--- config.mk ---
export PLATFORM = sky130hd
export DESIGN_NAME = minimal_standard_lcg_uniform_int_unit
export DESIGN_NICKNAME = d
export VERILOG_FILES = /design/src/rtl/mslcg_pkg.sv /design/src/rtl/minimal_standard_lcg_uniform_int_unit.sv
export SDC_FILE = /design/constraint.sdc
export NUM_CORES = 2
export LEC_CHECK = 0
export ABC_AREA = 1
export BUFFER_PORTS_ARGS = -buffer_cell sky130_fd_sc_hd__buf_2
export CELL_PAD_IN_SITES_DETAIL_PLACEMENT = 0
export CELL_PAD_IN_SITES_GLOBAL_PLACEMENT = 1
export CORE_UTILIZATION = 40
export CTS_BUF_LIST = sky130_fd_sc_hd__clkbuf_4
export DETAILED_ROUTE_END_ITERATION = 8
export PLACE_DENSITY = 0.81
export REMOVE_ABC_BUFFERS = 1
export SYNTH_ARGS = -nofsm -noshare
export SYNTH_HDL_FRONTEND = slang
export SYNTH_SLANG_ARGS = --single-unit
--- constraint.sdc ---
create_clock -name clk -period 13.96 [get_ports clk]
set_clock_uncertainty 0.05 [all_clocks]
set_input_delay 2.094 -clock clk [delete_from_list [all_inputs] [get_ports clk]]
set_output_delay 2.094 -clock clk [all_outputs]
set_load 0.05 [all_outputs]
--- src/rtl/mslcg_pkg.sv ---
// Shared constants for the minimal-standard Lehmer generator.
package mslcg_pkg;

	// Lehmer multiplier and the Mersenne prime modulus 2^31 - 1
	localparam logic [31:0] LCG_MULT = 32'd16807;
	localparam logic [30:0] LCG_MOD  = 31'h7FFF_FFFF;

	// Largest run length of one request
	localparam logic [6:0] MAX_COUNT = 7'd64;

	// Configuration register indexes
	localparam logic [0:0] REG_LOWER = 1'b0;
	localparam logic [0:0] REG_UPPER = 1'b1;

endpackage

--- src/rtl/minimal_standard_lcg_uniform_int_unit.sv ---
// Minimal-standard Lehmer generator with a uniform integer output in a configured interval.
// Each request optionally loads a new seed, then advances the seed count times
// (seed := seed * 16807 mod (2^31 - 1), count saturated to 64) and emits one result per
// step: the raw 31-bit seed and lower + ((seed * (span + 1)) >> 31), with the bounds taken
// in ascending order. A zero seed gives a single result with error set. One 32x32
// multiplier is shared by the seed update and the scaling, so each result passes through
// multiply, modular reduce, multiply and scale; the request port stalls until the run is
// done. Bounds are to be written through the configuration port (index 0 lower, 1 upper)
// only while idle; the block itself does not enforce this.
module minimal_standard_lcg_uniform_int_unit (
	input  logic               clk,
	input  logic               arst_n,
	// request channel
	input  logic               in_valid,
	output logic               in_stall,
	input  logic [6:0]         count,
	input  logic               load_seed,
	input  logic [30:0]        new_seed,
	// result channel
	output logic               out_valid,
	input  logic               out_stall,
	output logic signed [31:0] value,
	output logic [30:0]        raw_seed,
	output logic               last,
	output logic               error,
	// configuration write channel
	input  logic               cfg_valid,
	output logic               cfg_ready,
	input  logic [0:0]         cfg_index,
	input  logic [31:0]        cfg_data
);

	typedef enum logic [2:0] {
		ST_IDLE,
		ST_MUL1,
		ST_RED,
		ST_MUL2,
		ST_SCALE,
		ST_ERR
	} state_t;

	state_t      state_q;
	logic [30:0] seed_q;
	logic [31:0] lower_q;
	logic [31:0] upper_q;
	logic [31:0] lo_q;
	logic [31:0] span_q;
	logic [6:0]  remain_q;
	logic [63:0] prod_q;

	logic        out_free;
	logic        out_load;
	logic        in_fire;
	logic [30:0] start_seed;
	logic [6:0]  sat_count;
	logic        swap;
	logic [31:0] mul_b;
	logic [63:0] mul_p;
	logic [31:0] red_sum;
	logic [30:0] red_seed;
	logic [63:0] scale_sum;
	logic [31:0] scaled;

	assign cfg_ready = 1'b1;
	assign in_stall  = (state_q != ST_IDLE);
	assign in_fire   = in_valid && !in_stall;
	assign out_free  = !out_valid || !out_stall;
	assign out_load  = ((state_q == ST_SCALE) || (state_q == ST_ERR)) && out_free;

	// Pick the starting seed; loading the modulus itself stores zero
	always_comb begin
		if (load_seed) begin
			start_seed = (new_seed == mslcg_pkg::LCG_MOD) ? 31'd0 : new_seed;
		end else begin
			start_seed = seed_q;
		end
	end

	assign sat_count = (count > mslcg_pkg::MAX_COUNT) ? mslcg_pkg::MAX_COUNT : count;
	assign swap      = $signed(upper_q) < $signed(lower_q);

	// Shared multiplier: seed times 16807, or seed times span
	assign mul_b = (state_q == ST_MUL1) ? mslcg_pkg::LCG_MULT : span_q;
	assign mul_p = {32'd0, 1'b0, seed_q} * {32'd0, mul_b};

	// Fold the high bits back in mod 2^31 - 1, one conditional subtract
	assign red_sum  = {17'd0, prod_q[45:31]} + {1'b0, prod_q[30:0]};
	assign red_seed = (red_sum >= {1'b0, mslcg_pkg::LCG_MOD}) ?
		31'(red_sum - {1'b0, mslcg_pkg::LCG_MOD}) : red_sum[30:0];

	// seed * (span + 1) = seed * span + seed, then take bits above 31
	assign scale_sum = prod_q + {33'd0, seed_q};
	assign scaled    = lo_q + scale_sum[62:31];

	// Sequencer, seed, bounds and result register
	always_ff @(posedge clk or negedge arst_n) begin
		if (!arst_n) begin
			state_q   <= ST_IDLE;
			seed_q    <= 31'd1;
			lower_q   <= 32'd0;
			upper_q   <= 32'd255;
			lo_q      <= 32'd0;
			span_q    <= 32'd0;
			remain_q  <= 7'd0;
			prod_q    <= 64'd0;
			out_valid <= 1'b0;
			value     <= 32'sd0;
			raw_seed  <= 31'd0;
			last      <= 1'b0;
			error     <= 1'b0;
		end else begin
			// Write configuration
			if (cfg_valid && cfg_ready) begin
				case (cfg_index)
					mslcg_pkg::REG_LOWER: lower_q <= cfg_data;
					mslcg_pkg::REG_UPPER: upper_q <= cfg_data;
					default: ;
				endcase
			end

			// Raise valid on a new result, drop it once taken
			if (out_load) begin
				out_valid <= 1'b1;
			end else if (!out_stall) begin
				out_valid <= 1'b0;
			end

			case (state_q)
				ST_IDLE: begin
					if (in_fire) begin
						seed_q   <= start_seed;
						remain_q <= sat_count;
						lo_q     <= swap ? upper_q : lower_q;
						span_q   <= swap ? (lower_q - upper_q) : (upper_q - lower_q);
						if (start_seed == 31'd0) begin
							state_q <= ST_ERR;
						end else if (sat_count != 7'd0) begin
							state_q <= ST_MUL1;
						end
					end
				end
				ST_MUL1: begin
					prod_q  <= mul_p;
					state_q <= ST_RED;
				end
				ST_RED: begin
					seed_q  <= red_seed;
					state_q <= ST_MUL2;
				end
				ST_MUL2: begin
					prod_q  <= mul_p;
					state_q <= ST_SCALE;
				end
				ST_SCALE: begin
					// Hold until the result register is free
					if (out_load) begin
						value     <= scaled;
						raw_seed  <= seed_q;
						last      <= (remain_q == 7'd1);
						error     <= 1'b0;
						remain_q  <= remain_q - 7'd1;
						state_q   <= (remain_q == 7'd1) ? ST_IDLE : ST_MUL1;
					end
				end
				ST_ERR: begin
					if (out_load) begin
						value     <= 32'sd0;
						raw_seed  <= 31'd0;
						last      <= 1'b1;
						error     <= 1'b1;
						state_q   <= ST_IDLE;
					end
				end
				default: state_q <= ST_IDLE;
			endcase
		end
	end

	// An error result always closes its request
	assert property (@(posedge clk) disable iff (!arst_n)
		(out_valid && error) |-> last)
		else $error("error result without last");

	// A generated result never carries a zero seed
	assert property (@(posedge clk) disable iff (!arst_n)
		(out_valid && !error) |-> (raw_seed != 31'd0))
		else $error("zero seed in generated result");

	// The seed never reaches the modulus
	assert property (@(posedge clk) disable iff (!arst_n)
		seed_q != mslcg_pkg::LCG_MOD)
		else $error("seed equals modulus");

	// A multiply step only starts from a nonzero seed
	assert property (@(posedge clk) disable iff (!arst_n)
		(state_q == ST_MUL1) |-> (seed_q != 31'd0))
		else $error("generation from zero seed");

endmodule

==> results.py <==
metrics = {
    "timing": {
        "period_needed_ns": 10.36,
        "fin_crit_sh": 0.7418,
        "maxSlewViolCount": 0,
        "final_hold_viol_count": 0,
        "setup-tns-final_ns": 0,
        "fmax_ghz": 0.09657,
        "rsz0062_at_grt": "no",
        "max-slew-margin-rel": 0.1847,
        "setup_viol": 0,
        "fin_ws_ns": 3.604,
        "transition_time_at_the_pin_with_the_least_slew_margin_ns": 1.220,
    },
    "setup_path": {
        "worst-setup-path-type": "reg -> reg",
        "cpMostUsedCell": "sky130_fd_sc_hd__fa_1",
        "cpPeakStageDelay_ns": 0.93,
        "path_buf_inv": 4,
        "worst_setup_path_start_kind": "flip-flop",
        "cp_data_arrival_time_ns": 11.11,
        "timing.critical_path.to_type": "flip-flop",
        "total_stage_count_of_the_critical_path": 29,
        "cp_slowest_cell": "sky130_fd_sc_hd__nand2_1",
        "critPathMaxFanout": 59,
        "timing.reg2reg.worst_path_depth": 29,
        "critPathRequiredTime_ns": 14.71,
        "crit_family": "adder cells",
    },
    "global_route": {
        "number_of_antenna_violations_at_the_first_check_in_global_routing": 10,
        "track_usage": 0.3157,
        "first_global_vias": 50250,
        "global_route_wire_length_before_repair_mm": 320.4,
        "grt_overflow": 0,
        "maximum_number_of_pins_on_one_net_before_global_route_repair": 123,
    },
    "route": {
        "vias_per_cell": 5.383,
        "wl_mm": 213.9,
        "route.detailed.wl_per_inst_um": 23.36,
        "route.detailed.drc": 0,
        "drt.antenna.violating_nets": 0,
        "firstDrtPassIters": 6,
        "detailroute.via_count": 49280,
        "dr_iter_0_viols": 4509,
    },
    "yosys": {
        "yosys.cell_count.top_type": "sky130_fd_sc_hd__nand2_1",
        "syn-cell-area_um2": 54210,
        "synth_largest_area_cell": "sky130_fd_sc_hd__fa_1",
        "synth.top_cells.by_count": "sky130_fd_sc_hd__nand2_1 (1,661), sky130_fd_sc_hd__inv_1 (1,416), sky130_fd_sc_hd__nor2_1 (919)",
        "postSynth.topFlopCell": "sky130_fd_sc_hd__dfrtp_1",
        "post_synth_edffs": 0,
        "syn_inst": 7265,
        "netlist-cell-type-count": 61,
        "synth-compound-area-share": 0.09028,
        "yosys_warnings": 0,
        "synth_simple_gate_area_share": 0.2172,
        "synthAdderAreaFrac": 0.4131,
        "yosysSeqAreaShare": 0.1378,
        "largest_family_of_logic_cells_by_synthesized_area": "adder cells",
        "top_cell_type_s_share_of_synthesized_area": 0.3213,
        "async_reset_ff_frac": 1.000,
        "synthXorXnorAreaFrac": 0.02100,
        "multiplexer_fraction_of_the_synthesized_cell_area": 0,
        "syn_avg_cell_area_um2": 7.462,
        "synth.ff_latch_count": 298,
        "yosys-top-cells-area": "sky130_fd_sc_hd__fa_1 (32%), sky130_fd_sc_hd__dfrtp_1 (13%), sky130_fd_sc_hd__nand2_1 (12%)",
    },
    "floorplan": {
        "fp.dieH_um": 370.2,
        "die-area_um2": 137000,
        "floorplan.initialDensity": 0.4047,
        "rows": 134,
        "die_w_um": 370.2,
        "floorplan.io_pins": 145,
        "core-area_um2": 134000,
    },
    "cts": {
        "clock-sinks": 298,
        "cts.clk_slew.worst_paths_ns": 0.07,
        "cts.htree.levels": 3,
        "cts_hold_buffers": 0,
        "cts-root-buf": "sky130_fd_sc_hd__clkbuf_4",
        "number_of_cts_inserted_buffers": 91,
        "ctsResizeCount": 0,
        "worst_skew_pair.late_latency_ns": 1.03,
        "cts_tree": "done",
        "cts-root-to-sink-buffers": 3,
        "postCtsSetupBuffers": 0,
    },
    "hold_path": {
        "min-delay-path-class": "reg -> reg",
        "hold-path-cell-count": 2,
    },
    "layout": {
        "area.growth.synth_to_final_pct": 6.878,
        "nets": 8658,
        "fillerInstances": 13840,
        "layout-drive-gt1-share": 0.06367,
        "combined_area_of_the_multi_input_logic_cells_um2": 40250,
        "final-seq-area_um2": 7468,
    },
    "placement": {
        "gp_congestion": 1.019,
        "port_buffers": 143,
        "detailedPlace.worstSlack_ns": 3.743,
        "detailed_place_hpwl_mm": 171.3,
    },
    "run": {
        "maxCapViolCount": 0,
    },
    "run_status": {
        "status": "finished, final reports clean",
    },
}
==> tightest hold or removal path: cells and delay by family (launching register included) <==
family | cells | cell delay, ns
flops | 1 | 0.34
simple gates | 2 | 0.09
==> metrics by stage <==
| stage | utilization | hold slack (ns) | cells | instance area (um^2) |
|---|---|---|---|---|
| after global placement | 0.4240 | 0.4035 | 8988 | 56800 |
| after CTS | 0.4324 | 0.4245 | 9150 | 57930 |
| after floorplan | - | 0.3992 | 6983 | 53110 |
| final | 0.4325 | 0.4152 | 9155 | 57940 |
| after detailed placement | 0.4240 | 0.4096 | 8988 | 56800 |
| after global routing | 0.4325 | 0.4527 | 9153 | 57940 |
==> path summary, 6_finish.rpt <==
| path | from | endpoint | slack [ns] |
|---|---|---|---|
| min in group asynchronous | arst_n | upper_q[25] | 1.04 |
| worst min-delay path | error | error | 0.42 |
| worst max register to register | state_q[2] | prod_q[43] | 3.60 |
| worst min register to register | error | error | 0.42 |
| max in group asynchronous | arst_n | seed_q[5] | 10.82 |
| worst max-delay path | state_q[2] | prod_q[43] | 3.60 |
==> sequential cells by signal, summed over array words and instances, names as in the netlist <==
name,flops
raw_seed,31
remain_q,7
error,1
state_q,3
value,32
prod_q,63
last,1
span_q,32
upper_q,32
out_valid,1
lower_q,32
lo_q,32
seed_q,31
==> cell type report <==
| class | count | area share |
|---|---|---|
| multi-input cells | 5238 | 0.6946 |
| flip-flops and latches | 298 | 0.1289 |
| inverters | 1447 | 0.09374 |
| well taps | 1768 | 0.03818 |
| repair buffers | 237 | 0.02492 |
| clock buffers | 128 | 0.01658 |
| clock inverters | 34 | 0.002894 |
| diodes | 5 | 0.0002159 |
==> cell families (layout without fill, tap and decap cells) <==
kind of cell,after synthesis,in the layout
xor+xnor,130,130
compound gates,883,883
flops,298,298
buf+inv,1729,1846
simple gates,2956,2956
fa+ha+maj,1268,1268
other cells,1,6
==> layout by cell type, fill, tap and decap left out, types with 11 or more instances in the layout <==
| cell | n |
|---|---|
| sky130_fd_sc_hd__nand3_1 | 202 |
| sky130_fd_sc_hd__a21oi_1 | 281 |
| sky130_fd_sc_hd__nor3_1 | 45 |
| sky130_fd_sc_hd__nor2_1 | 917 |
| sky130_fd_sc_hd__o21ai_0 | 372 |
| sky130_fd_sc_hd__inv_2 | 19 |
| sky130_fd_sc_hd__nor4_1 | 16 |
| sky130_fd_sc_hd__o211ai_1 | 23 |
| sky130_fd_sc_hd__clkbuf_4 | 128 |
| sky130_fd_sc_hd__nand3b_1 | 14 |
| sky130_fd_sc_hd__o31ai_1 | 11 |
| sky130_fd_sc_hd__nand2_2 | 13 |
| sky130_fd_sc_hd__o21a_1 | 48 |
| sky130_fd_sc_hd__ha_1 | 398 |
| sky130_fd_sc_hd__buf_4 | 93 |
| sky130_fd_sc_hd__nor2_2 | 12 |
| sky130_fd_sc_hd__clkinv_2 | 11 |
| sky130_fd_sc_hd__buf_2 | 142 |
| sky130_fd_sc_hd__o21bai_1 | 12 |
| sky130_fd_sc_hd__dfrtp_1 | 289 |
| sky130_fd_sc_hd__o21ai_1 | 40 |
| sky130_fd_sc_hd__nand2_1 | 1657 |
| sky130_fd_sc_hd__or2_2 | 21 |
| sky130_fd_sc_hd__xnor2_1 | 38 |
| sky130_fd_sc_hd__a31oi_1 | 24 |
| sky130_fd_sc_hd__xor2_1 | 92 |
| sky130_fd_sc_hd__clkinv_1 | 34 |
| sky130_fd_sc_hd__inv_1 | 1411 |
| sky130_fd_sc_hd__fa_1 | 870 |
| sky130_fd_sc_hd__a21o_1 | 25 |
| sky130_fd_sc_hd__nand4_1 | 37 |
==> metal layers <==
layer / share of wire / vias to the layer above / wire (um) / GRT usage
met3: 0.088 / 527 / 18800 / 0.06200
met5: 0.00048 / - / 102 / 0
met1: 0.41 / 24300 / 87940 / 0.4176
li1: - / 22130 / - / -
met2: 0.45 / 2309 / 95360 / 0.4957
met4: 0.054 / 16 / 11650 / 0.1491
Power is not shown: default switching activity piles up to over one toggle a cycle in this logic, so the estimate is an artifact.
